--- src/hdl/rsd_pkg.sv ---
// Shared types, widths and constants of the rudder servo drive.
`default_nettype none
package rsd_pkg;

  localparam int ADC_BITS   = 10;
  localparam int ERR_W      = 16;
  localparam int ANGLE_W    = 9;
  localparam int TARGET_W   = 8;
  localparam int PCT_W      = 8;
  localparam int PWM_W      = 18;
  localparam int DIFF_W     = 10;
  localparam int MAG_W      = 7;

  // delta * 100 and the divisor shifted by up to eight places
  localparam int NUM_W      = ADC_BITS + 7;
  localparam int CMP_W      = ADC_BITS + 9;
  localparam int Q_W        = 9;

  localparam int FIFO_DEPTH = 4;
  localparam int FIFO_AW    = 2;

  localparam int CFG_IDX_W  = 2;

  localparam int PCT_SCALE  = 100;
  localparam int ANGLE_SAT  = 200;
  localparam int DRIVE_MIN  = 20;
  localparam int DRIVE_MAX  = 100;
  localparam int PWM_SCALE  = 1440;

  typedef enum logic [CFG_IDX_W-1:0] {
    CFG_PORT    = 2'd0,
    CFG_NEUTRAL = 2'd1,
    CFG_STBD    = 2'd2
  } cfg_index_t;

  typedef struct packed {
    logic [ADC_BITS-1:0] port_limit_pos;
    logic [ADC_BITS-1:0] neutral_pos;
    logic [ADC_BITS-1:0] stbd_limit_pos;
  } rsd_cfg_t;

  // One classified sample as it travels from front to back
  typedef struct packed {
    logic [ADC_BITS-1:0]        delta;
    logic [ADC_BITS-1:0]        span;
    logic                       neg;
    logic                       mid;
    logic                       empty;
    logic signed [TARGET_W-1:0] target;
  } rsd_item_t;

  // Queue handshake between front and back
  typedef struct packed {
    logic push;
    logic full;
  } rsd_wr_t;

  typedef struct packed {
    logic pop;
    logic empty;
  } rsd_rd_t;

  // Quantize an error magnitude into a target step
  function automatic logic [TARGET_W-1:0] target_step(input logic [ERR_W:0] a);
    logic [TARGET_W-1:0] t;
    if (a == '0) begin
      t = TARGET_W'(0);
    end else if (a <= (ERR_W+1)'(5)) begin
      t = TARGET_W'(5);
    end else if (a <= (ERR_W+1)'(10)) begin
      t = TARGET_W'(10);
    end else if (a <= (ERR_W+1)'(30)) begin
      t = TARGET_W'(25);
    end else if (a <= (ERR_W+1)'(50)) begin
      t = TARGET_W'(50);
    end else if (a <= (ERR_W+1)'(75)) begin
      t = TARGET_W'(75);
    end else begin
      t = TARGET_W'(100);
    end
    return t;
  endfunction

endpackage
`default_nettype wire

--- src/hdl/rsd_front.sv ---
// Front end: accept input beats and classify the sample side and target step.
`default_nettype none
module rsd_front
  import rsd_pkg::*;
(
  input  logic                     s_tvalid,
  output logic                     s_tready,
  input  logic [ADC_BITS-1:0]      rudder_sample,
  input  logic signed [ERR_W-1:0]  track_error,
  input  rsd_cfg_t                 cfg,
  input  logic                     fifo_full,
  output rsd_wr_t                  wr,
  output rsd_item_t                item
);

  logic [ADC_BITS:0] lo_span;
  logic [ADC_BITS:0] hi_span;
  logic [ERR_W:0]    err_ext;
  logic [ERR_W:0]    err_abs;
  logic [TARGET_W-1:0] step;

  assign s_tready = !fifo_full;
  assign wr.push  = s_tvalid && !fifo_full;
  assign wr.full  = fifo_full;

  always_comb begin
    lo_span = {1'b0, cfg.neutral_pos} - {1'b0, cfg.port_limit_pos};
    hi_span = {1'b0, cfg.stbd_limit_pos} - {1'b0, cfg.neutral_pos};
    err_ext = {track_error[ERR_W-1], track_error};
    err_abs = track_error[ERR_W-1] ? (~err_ext + 1'b1) : err_ext;
    step    = target_step(err_abs);

    item.target = track_error[ERR_W-1] ? signed'(~step + 1'b1) : signed'(step);
    item.mid    = (rudder_sample == cfg.neutral_pos);
    item.neg    = (rudder_sample < cfg.neutral_pos);
    if (rudder_sample < cfg.neutral_pos) begin
      item.delta = cfg.neutral_pos - rudder_sample;
      item.span  = lo_span[ADC_BITS-1:0];
      item.empty = lo_span[ADC_BITS] || (lo_span == '0);
    end else begin
      item.delta = rudder_sample - cfg.neutral_pos;
      item.span  = hi_span[ADC_BITS-1:0];
      item.empty = hi_span[ADC_BITS] || (hi_span == '0);
    end
  end

endmodule
`default_nettype wire

--- src/hdl/rsd_fifo.sv ---
// Short queue of classified items between front and back.
`default_nettype none
module rsd_fifo
  import rsd_pkg::*;
(
  input  logic      clk,
  input  logic      rst,
  input  rsd_wr_t   wr,
  input  rsd_item_t wr_item,
  input  logic      pop,
  output rsd_rd_t   rd,
  output rsd_item_t rd_item,
  output logic      full
);

  rsd_item_t          mem [FIFO_DEPTH];
  logic [FIFO_AW-1:0] wptr;
  logic [FIFO_AW-1:0] rptr;
  logic [FIFO_AW:0]   count;
  logic               do_pop;

  assign full     = (count == (FIFO_AW+1)'(FIFO_DEPTH));
  assign rd.empty = (count == '0);
  assign rd.pop   = do_pop;
  assign do_pop   = pop && (count != '0);
  assign rd_item  = mem[rptr];

  always_ff @(posedge clk) begin
    if (wr.push) begin
      mem[wptr] <= wr_item;
    end
  end

  always_ff @(posedge clk) begin
    if (rst) begin
      wptr  <= '0;
      rptr  <= '0;
      count <= '0;
    end else begin
      if (wr.push) begin
        wptr <= wptr + 1'b1;
      end
      if (do_pop) begin
        rptr <= rptr + 1'b1;
      end
      case ({wr.push, do_pop})
        2'b10:   count <= count + 1'b1;
        2'b01:   count <= count - 1'b1;
        default: count <= count;
      endcase
    end
  end

endmodule
`default_nettype wire

--- src/hdl/rsd_back.sv ---
// Back end: pipelined angle divider, drive shaping and output register.
`default_nettype none
module rsd_back
  import rsd_pkg::*;
(
  input  logic                       clk,
  input  logic                       rst,
  input  rsd_item_t                  item,
  input  rsd_rd_t                    rd,
  output logic                       pop,
  output logic                       m_tvalid,
  input  logic                       m_tready,
  output logic signed [ANGLE_W-1:0]  rudder_angle,
  output logic signed [TARGET_W-1:0] steer_target,
  output logic                       drive_on,
  output logic                       drive_port,
  output logic signed [PCT_W-1:0]    drive_percent,
  output logic [PWM_W-1:0]           pwm_compare
);

  typedef struct packed {
    logic [CMP_W-1:0]           rem;
    logic [ADC_BITS-1:0]        span;
    logic [Q_W-1:0]             q;
    logic                       neg;
    logic                       mid;
    logic                       empty;
    logic signed [TARGET_W-1:0] target;
  } div_t;

  div_t st      [Q_W+1];
  div_t div_nxt [Q_W];
  logic vld     [Q_W+1];

  logic                       advance;
  logic                       ag_vld;
  logic signed [ANGLE_W-1:0]  ag_angle;
  logic signed [TARGET_W-1:0] ag_target;

  logic [7:0]                 a_mag;
  logic signed [ANGLE_W-1:0]  a_pos;
  logic signed [ANGLE_W-1:0]  angle_next;

  logic signed [DIFF_W-1:0]   d;
  logic [DIFF_W-1:0]          d_abs;
  logic [MAG_W-1:0]           mag;
  logic signed [PCT_W-1:0]    pct_next;
  logic [PWM_W-1:0]           pwm_next;

  // The whole back pipeline moves together; hold it while the result waits
  assign advance = !m_tvalid || m_tready;
  assign pop     = advance && !rd.empty;

  // One quotient bit per stage, highest first; the top bit flags overflow
  for (genvar s = 0; s < Q_W; s++) begin : g_step
    localparam int K = Q_W - 1 - s;
    logic [CMP_W-1:0] dv;
    logic             ge;
    assign dv = CMP_W'(st[s].span) << K;
    assign ge = (st[s].rem >= dv);
    always_comb begin
      div_nxt[s]      = st[s];
      div_nxt[s].rem  = ge ? (st[s].rem - dv) : st[s].rem;
      div_nxt[s].q[K] = ge;
    end
  end

  always_ff @(posedge clk) begin
    if (rst) begin
      for (int s = 0; s <= Q_W; s++) begin
        vld[s] <= 1'b0;
      end
      ag_vld   <= 1'b0;
      m_tvalid <= 1'b0;
    end else if (advance) begin
      vld[0] <= !rd.empty;
      for (int s = 0; s < Q_W; s++) begin
        vld[s+1] <= vld[s];
      end
      ag_vld   <= vld[Q_W];
      m_tvalid <= ag_vld;
    end
  end

  always_ff @(posedge clk) begin
    if (advance) begin
      st[0].rem    <= CMP_W'(NUM_W'(item.delta) * NUM_W'(PCT_SCALE));
      st[0].span   <= item.span;
      st[0].q      <= '0;
      st[0].neg    <= item.neg;
      st[0].mid    <= item.mid;
      st[0].empty  <= item.empty;
      st[0].target <= item.target;
      for (int s = 0; s < Q_W; s++) begin
        st[s+1] <= div_nxt[s];
      end
      ag_angle      <= angle_next;
      ag_target     <= st[Q_W].target;
      rudder_angle  <= ag_angle;
      steer_target  <= ag_target;
      drive_on      <= (d != '0);
      drive_port    <= d[DIFF_W-1];
      drive_percent <= pct_next;
      pwm_compare   <= pwm_next;
    end
  end

  // Saturate the quotient and apply the side
  always_comb begin
    if (st[Q_W].empty || st[Q_W].q[Q_W-1] || (st[Q_W].q[7:0] > 8'(ANGLE_SAT))) begin
      a_mag = 8'(ANGLE_SAT);
    end else begin
      a_mag = st[Q_W].q[7:0];
    end
    a_pos = signed'(ANGLE_W'(a_mag));
    if (st[Q_W].mid) begin
      angle_next = '0;
    end else if (st[Q_W].neg) begin
      angle_next = -a_pos;
    end else begin
      angle_next = a_pos;
    end
  end

  // Drive error, minimum and maximum drive, PWM scaling
  always_comb begin
    d     = DIFF_W'(ag_target) - DIFF_W'(ag_angle);
    d_abs = d[DIFF_W-1] ? DIFF_W'(-d) : DIFF_W'(d);
    if (d == '0) begin
      mag = '0;
    end else if (d_abs < DIFF_W'(DRIVE_MIN)) begin
      mag = MAG_W'(DRIVE_MIN);
    end else if (d_abs > DIFF_W'(DRIVE_MAX)) begin
      mag = MAG_W'(DRIVE_MAX);
    end else begin
      mag = d_abs[MAG_W-1:0];
    end
    pct_next = d[DIFF_W-1] ? -signed'(PCT_W'(mag)) : signed'(PCT_W'(mag));
    pwm_next = PWM_W'(mag) * PWM_W'(PWM_SCALE);
  end

endmodule
`default_nettype wire

--- src/hdl/rudder_servo_drive.sv ---
// Top level of the rudder servo drive: configuration, front, queue and back.
//
//  channel  | direction | beat contents
//  ---------+-----------+-------------------------------------------------
//  s_axis   | in        | rudder sample and cross-track error
//  m_axis   | out       | angle, target, drive flags, drive percent, PWM
//  cfg      | in        | write of port, neutral or starboard ADC limit
//
// One beat per cycle sustained while m_tready stays high; a result passes
// through the queue, the operand register behind it, nine divider stages
// (one quotient bit each), the angle stage and the output register.
// Reset restores the default limits; nothing is swept.
// A low m_tready with a result waiting freezes the back pipeline; the
// four-entry queue absorbs beats until it fills, then s_tready drops.
`default_nettype none
module rudder_servo_drive
  import rsd_pkg::*;
(
  input  logic                 clk,
  input  logic                 rst,
  input  logic                 s_tvalid,
  output logic                 s_tready,
  // [9:0] rudder_sample, [25:10] track_error, [31:26] zero
  input  logic [31:0]          s_tdata,
  output logic                 m_tvalid,
  input  logic                 m_tready,
  // [8:0] rudder_angle, [16:9] steer_target, [17] drive_on, [18] drive_port,
  // [26:19] drive_percent, [44:27] pwm_compare, [47:45] zero
  output logic [47:0]          m_tdata,
  input  logic                 cfg_we,
  input  logic [CFG_IDX_W-1:0] cfg_index,
  input  logic [ADC_BITS-1:0]  cfg_data
);

  rsd_cfg_t  cfg;
  rsd_wr_t   wr;
  rsd_rd_t   rd;
  rsd_item_t wr_item;
  rsd_item_t rd_item;
  logic      fifo_full;
  logic      pop;

  logic signed [ANGLE_W-1:0]  rudder_angle;
  logic signed [TARGET_W-1:0] steer_target;
  logic                       drive_on;
  logic                       drive_port;
  logic signed [PCT_W-1:0]    drive_percent;
  logic [PWM_W-1:0]           pwm_compare;

  // Limit registers; writes to an unused index are dropped
  always_ff @(posedge clk) begin
    if (rst) begin
      cfg.port_limit_pos <= ADC_BITS'(0);
      cfg.neutral_pos    <= ADC_BITS'(512);
      cfg.stbd_limit_pos <= ADC_BITS'(1023);
    end else if (cfg_we) begin
      case (cfg_index_t'(cfg_index))
        CFG_PORT:    cfg.port_limit_pos <= cfg_data;
        CFG_NEUTRAL: cfg.neutral_pos    <= cfg_data;
        CFG_STBD:    cfg.stbd_limit_pos <= cfg_data;
        default:     cfg <= cfg;
      endcase
    end
  end

  rsd_front u_front (
    .s_tvalid      (s_tvalid),
    .s_tready      (s_tready),
    .rudder_sample (s_tdata[ADC_BITS-1:0]),
    .track_error   (signed'(s_tdata[ADC_BITS+ERR_W-1:ADC_BITS])),
    .cfg           (cfg),
    .fifo_full     (fifo_full),
    .wr            (wr),
    .item          (wr_item)
  );

  rsd_fifo u_fifo (
    .clk     (clk),
    .rst     (rst),
    .wr      (wr),
    .wr_item (wr_item),
    .pop     (pop),
    .rd      (rd),
    .rd_item (rd_item),
    .full    (fifo_full)
  );

  rsd_back u_back (
    .clk           (clk),
    .rst           (rst),
    .item          (rd_item),
    .rd            (rd),
    .pop           (pop),
    .m_tvalid      (m_tvalid),
    .m_tready      (m_tready),
    .rudder_angle  (rudder_angle),
    .steer_target  (steer_target),
    .drive_on      (drive_on),
    .drive_port    (drive_port),
    .drive_percent (drive_percent),
    .pwm_compare   (pwm_compare)
  );

  // Pack the result fields, lowest field first
  assign m_tdata = {3'b000, pwm_compare, drive_percent, drive_port, drive_on,
                    steer_target, rudder_angle};

endmodule
`default_nettype wire

--- config.mk ---
export PLATFORM = sky130hd
export DESIGN_NAME = rudder_servo_drive
export DESIGN_NICKNAME = d
export VERILOG_FILES = /design/src/hdl/rsd_pkg.sv /design/src/hdl/rsd_front.sv /design/src/hdl/rsd_fifo.sv /design/src/hdl/rsd_back.sv /design/src/hdl/rudder_servo_drive.sv
export SDC_FILE = /design/constraint.sdc
export NUM_CORES = 1
export LEC_CHECK = 0
export BUFFER_PORTS_ARGS = -buffer_cell sky130_fd_sc_hd__buf_2
export CORE_MARGIN = 4
export CORE_UTILIZATION = 40
export DETAILED_ROUTE_END_ITERATION = 10
export GPL_ROUTABILITY_DRIVEN = 0
export GPL_TIMING_DRIVEN = 0
export PLACE_DENSITY = 0.65
export SLEW_MARGIN = 20
export SYNTH_ARGS = -nofsm -noshare
export SYNTH_HDL_FRONTEND = slang
export SYNTH_HIERARCHICAL = 1
export SYNTH_SLANG_ARGS = --single-unit
--- constraint.sdc ---
create_clock -name clk -period 15.2 [get_ports clk]
set_input_delay 3.04 -clock clk [delete_from_list [all_inputs] [get_ports clk]]
set_output_delay 3.04 -clock clk [all_outputs]
set_load 0.02 [all_outputs]
==> results of run 1 <==
[worst max path at each step]
stage / startpoint / endpoint / slack [ns] / cells past startpoint
2_1_floorplan: m_tready / u_back/ag_angle[0] / 2.46 / 3
3_3_place_gp: m_tready / u_back/drive_percent[7] / -0.58 / 4
3_5_place_dp: u_back/ag_target[0] / u_back/pwm_compare[17] / 8.59 / 26
4_1_cts: u_back/ag_target[0] / u_back/pwm_compare[17] / 8.56 / 26
5_1_grt: u_back/ag_target[0] / u_back/pwm_compare[17] / 8.18 / 25
6_report: u_back/ag_target[0] / u_back/pwm_compare[17] / 8.52 / 26
[metal layers]
layer	part of all wire, %	up-vias	global-route usage [%]
met5	0	-	0
met4	3.5	0	5.49
met3	3.9	148	2.51
met2	53	392	25.6
met1	39	9060	14.9
li1	-	9274	-
[flip-flops by register name (all words and copies together), names as in the netlist, named ones only]
name                  count
u_back/ag_angle           9
u_back/st               397
u_back/m_tvalid           1
u_back/drive_percent      8
u_back/ag_target          8
u_back/drive_on           1
u_back/steer_target       8
u_back/rudder_angle       9
u_fifo/count              3
u_fifo/rptr               2
u_back/pwm_compare       12
cfg                      30
u_back/vld               10
u_fifo/wptr               2
u_back/ag_vld             1
u_back/drive_port         1
u_fifo/mem              124
[final cells by class]
type                    instances  area [µm²]
plain buffers                  68         382
flip-flops and latches        628       18400
well taps                    1040        1300
clock inverters                31         302
inverters                     257         972
fillers                      6770       42200
multi-input cells            1506       11700
clock buffers                  88        1850
repair buffers                 86         581
[worst max-delay path, stage by stage, from the launching register on]
cell and delay (ns):
edfxtp_1 0.41, inv_1 0.08, ha_1 0.16, inv_1 0.05, fa_1 0.43, a21o_1 0.24, a21oi_2 0.19, xor2_1 0.48
nand2_1 0.25, o41a_1 0.48, o32ai_2 0.27, a222oi_1 0.17, nand2_1 0.18, inv_1 0.11, ha_1 0.36, fa_1 0.56
inv_1 0.05, fa_1 0.49, inv_1 0.04, ha_1 0.33, a21o_1 0.19, a21oi_1 0.22, o21bai_1 0.09, a21oi_1 0.24
o21bai_1 0.09, a21oi_1 0.20, xnor2_1 0.09
[metrics by stage]
step | hold slack [ns] | instance area, µm²
finish | 0.401 | 35500
global route | 0.408 | 35500
CTS | 0.402 | 35500
detailed placement | 0.405 | 33400
global placement | 0.402 | 33200
floorplan | 0.400 | 31500
[placed cells by master, fill, tap and decap left out, drive strengths merged, types with 15 or more instances in the layout]
master / n
edfxtp: 587
inv: 259
ha: 202
nor2: 174
a21oi: 144
buf: 127
clkbuf: 115
nand2: 100
xnor2: 92
o21ai: 85
nand2b: 65
xor2: 51
mux2i: 50
a21o: 44
dfxtp: 41
nor3: 41
nor2b: 40
nand3: 36
mux4: 31
fa: 27
nor4: 23
and2: 23
clkinv: 22
nand4: 21
a211oi: 20
or3: 19
a21boi: 16
o21bai: 15
mux2: 15
==> summary.md, run 1 <==
| Metric | Value |
|---|---|
| Status | complete, no violations |
| Number of setup buffers added after CTS | 0 |
| Initial DRC count | 1096 |
| Worst r2r src | u_back/ag_target[0] |
| Clock Skew | 0.0235 ns |
| Final setup vio count | 0 |
| Area Growth Syn to Fin | 12.9% |
| Setup CP Type | register to register |
| Layout cells sized above 1 | 11.5% |
| Final worst slack | 8.52 ns |
| Yosys Warn Count | 6 |
| Worst R2R End | u_back/pwm_compare[17] |
| # hold bufs at CTS | 0 |
| Bufs on Longest Clock Path | 3 |
| Clock Pin Slew Worst Setup and Hold Paths | 0.06 ns |
| CTS H-tree depth | 3 |
| Tmin final | 6.68 ns |
| Routed vias | 18874 |
| Global route overflow | 0 |
| Worst R2R Path Depth | 26 |
| Pre-CTS setup slack | 8.59 ns |
| I/O Pins | 99 |
| Critical path required time | 15.55 ns |
| Initial antenna violation count | 0 |
| Slew margin rel. | 44.4% |
| Chip width | 288 µm |
| CTS sink cnt | 628 |
| CTS tree | built |
| Drt drc | 0 |
| Core Region | 77700 µm² |
| Worst Hold Depth | 0 |
| Fin. Hold Viols | 0 |
| I/O Buffers | 78 |
| RSZ-0062 raised after global routing | false |
| Pin count of the biggest net entering global routing | 107 |
| Setup TNS Final | 0 ns |
| Hold Crit Class | register to register |
| Critical Path End Type | register |
| Critical path startpoint category | register |
| Die height | 288 µm |
| Hold wc startpoint | u_back/st[4][3] |
| Die area | 83200 µm² |
| Initial Util | 40.5% |
| Fin util | 45.7% |
| Post-cts sizing count | 0 |
| # Max-Cap Violations | 0 |
| Worst path arrival time | 7.03 ns |
| Post-Syn Area | 31500 µm² |
| Post-Syn Area per Cell | 12.8 µm² |
| Vias in the first global route | 19500 |
| Std-Cell Rows | 102 |
| Mapped Cells | 2453 |
| Total CTS buffers | 68 |
| First-pass iteration count of the detailed router | 5 |
| Worst-path fanout max | 7 |
| Max frequency | 150 MHz |
| Worst-skew pair later-pin latency | 0.60 ns |
| Post-DP HPWL | 41400 µm |
| Worst hold path endpoint | u_back/st[5][3] |
| Reg2reg setup slack | 8.52 ns |
| Final slew viol count | 0 |
| Final WL | 56000 µm |
| NumNets Final | 2893 |
| Fin cells | 3704 |
| Worst-margin pin slew | 0.829 ns |
| Total Routing Usage GR | 13.5% |
| Placed cells | 3585 |
| Period Utilization, post-route | 44.0% |
| Root buffer cell | clkbuf_16 |
| First-pass GRT wire length | 93400 µm |
| Diodes inserted | 0 |
| Drt via density | 5.10 |
| Routed wire per std cell | 15.1 µm |
| Final ANT Viol Nets | 0 |
Power of run 1 is left out: the tool's default activity adds up to more than one toggle a clock period on the data nets, which glitch-free logic cannot reach.
==> inputs of run 2 (changes only) <==
- ABC_AREA: default -> 1
- PLACE_DENSITY: 0.65 -> 0.67
- clock period: 15.2 -> 5.5 ns (I/O delays scaled with it)
==> run 2 against run 1 <==
Net effect:
- non-clock buffer count grew 33
- sequential cell count is the same
- register-to-register slack lost 8.4 ns
- worst hold slack gained 0.015 ns
- critical endpoint unchanged
- highest routed layer unchanged
- setup slack lost 8.4 ns
==> summary.md, run 2 <==
| Metric | Value |
|---|---|
| I/O Buffers | 82 |
| Pre-CTS setup slack | -0.381 ns |
| Vias in the first global route | 20151 |
| Initial DRC count | 1097 |
| First-pass iteration count of the detailed router | 5 |
| Setup TNS Final | 0 ns |
| Die area | 83500 µm² |
| I/O Pins | 99 |
| Routed wire per std cell | 13.8 µm |
| Critical path startpoint category | register |
| # Max-Cap Violations | 0 |
| Post-DP HPWL | 43100 µm |
| First-pass GRT wire length | 95300 µm |
| Hold Crit Class | register to register |
| Post-Syn Area | 31600 µm² |
| Global route overflow | 0 |
| Chip width | 289 µm |
| Tmin final | 5.40 ns |
| Setup CP Type | register to register |
| CTS sink cnt | 628 |
| RSZ-0062 raised after global routing | true |
| Total CTS buffers | 60 |
| Status | complete, no violations |
| Core Region | 77800 µm² |
| Total Routing Usage GR | 13.8% |
| NumNets Final | 3410 |
| Largest register FFs | 397 |
| Area Growth Syn to Fin | 14.8% |
| Clock Pin Slew Worst Setup and Hold Paths | 0.06 ns |
| Sequential Area | 18400 µm² |
| Routed vias | 20414 |
| Critical path required time | 5.86 ns |
| Layout cells sized above 1 | 12.3% |
| Final worst slack | 0.0974 ns |
| Critical Path End Type | register |
| Drt drc | 0 |
| Yosys Warn Count | 6 |
| Mapped Cells | 2944 |
| Diodes inserted | 0 |
| Fin util | 46.6% |
| Clock Skew | 0.0132 ns |
| Worst-margin pin slew | 0.962 ns |
| Fin. Hold Viols | 0 |
| Bufs on Longest Clock Path | 3 |
| Final WL | 58300 µm |
| Pin count of the biggest net entering global routing | 39 |
| Root buffer cell | clkbuf_16 |
| Period Utilization, post-route | 98.2% |
| Filler cells | 7046 |
| Final ANT Viol Nets | 0 |
| CTS tree | built |
| Most frequent cells in the layout | edfxtp_1, nand2_1, inv_1, nor2_1, ha_1 |
| Crit-path max cell delay | 0.55 ns |
| Final setup vio count | 0 |
| Multi-input logic area | 11500 µm² |
| CP max-delay cell | fa_1 |
| CTS H-tree depth | 2 |
| Drt via density | 4.84 |
| Worst-case hold slack | 0.416 ns |
| Slew margin rel. | 35.4% |
| Largest registers | u_back/st (397), u_fifo/mem (124), cfg (30) |
| Commonest non-fill, non-tap cell in the layout | edfxtp_1 |
| Worst-path fanout max | 4 |
| Initial antenna violation count | 0 |
| Worst-skew pair later-pin latency | 0.62 ns |
| Register with the most flip-flops | u_back/st |
| Initial Util | 40.6% |
| Die height | 289 µm |
| Post-Syn Area per Cell | 10.7 µm² |
| Max frequency | 185 MHz |
| Final slew viol count | 0 |
| Std-Cell Rows | 102 |
| Worst path arrival time | 5.76 ns |
## run 2: final timing paths
| path | start | to | slack [ns] | depth (start not counted) |
|---|---|---|---|---|
| worst min register to register | u_back/st[7][10] | u_back/st[8][10] | 0.42 | 0 |
| worst min-delay path | u_back/st[7][10] | u_back/st[8][10] | 0.42 | 0 |
| worst max-delay path | u_back/ag_target[0] | u_back/pwm_compare[17] | 0.1 | 33 |
| worst max register to register | u_back/ag_target[0] | u_back/pwm_compare[17] | 0.1 | 33 |
## run 2: timing repair
item | 4_1_cts | 5_1_grt
resized for setup | 28 | 61
cloned | 0 | 0
buffers inserted | 7 | 15
pin swaps | 5 | 31
hold buffers | 0 | 0
setup endpoints to repair | 3 | 4
## run 2: layout make-up
cell class                      count  area share [%]
Timing Repair Buffer              120            2.54
Buffer                             67            1.28
Clock inverter                     39            1.30
Sequential cell                   628            50.9
Tap cell                         1040            3.59
Multi-Input combinational cell   1832            31.6
Inverter                          423            4.42
Clock buffer                       73            4.34
## run 2: stage by stage
stage,area [µm²],cells
after CTS,35900,4207
after detailed placement,33700,4088
after floorplan,31600,2950
after global routing,36200,4222
after global placement,33300,4072
final,36200,4222
## run 2: critical path, delay by kind of cell, from the launching register on
family,cells,cell delay [ns]
fa+ha+maj,6,2.18
simple gates,14,1.38
compound gates,5,0.70
buf+inv,7,0.40
flops,1,0.38
xor+xnor,1,0.10
## run 2: layer usage
metal / share of wire, % / vias to the layer above / track usage [%]
met2: 53 / 368 / 26.4
met4: 3.9 / 0 / 5.63
met5: 0 / - / 0
met3: 3.6 / 132 / 2.03
met1: 40 / 9432 / 15.3
li1: - / 10482 / -
Power of run 2 is left out for the same reason.
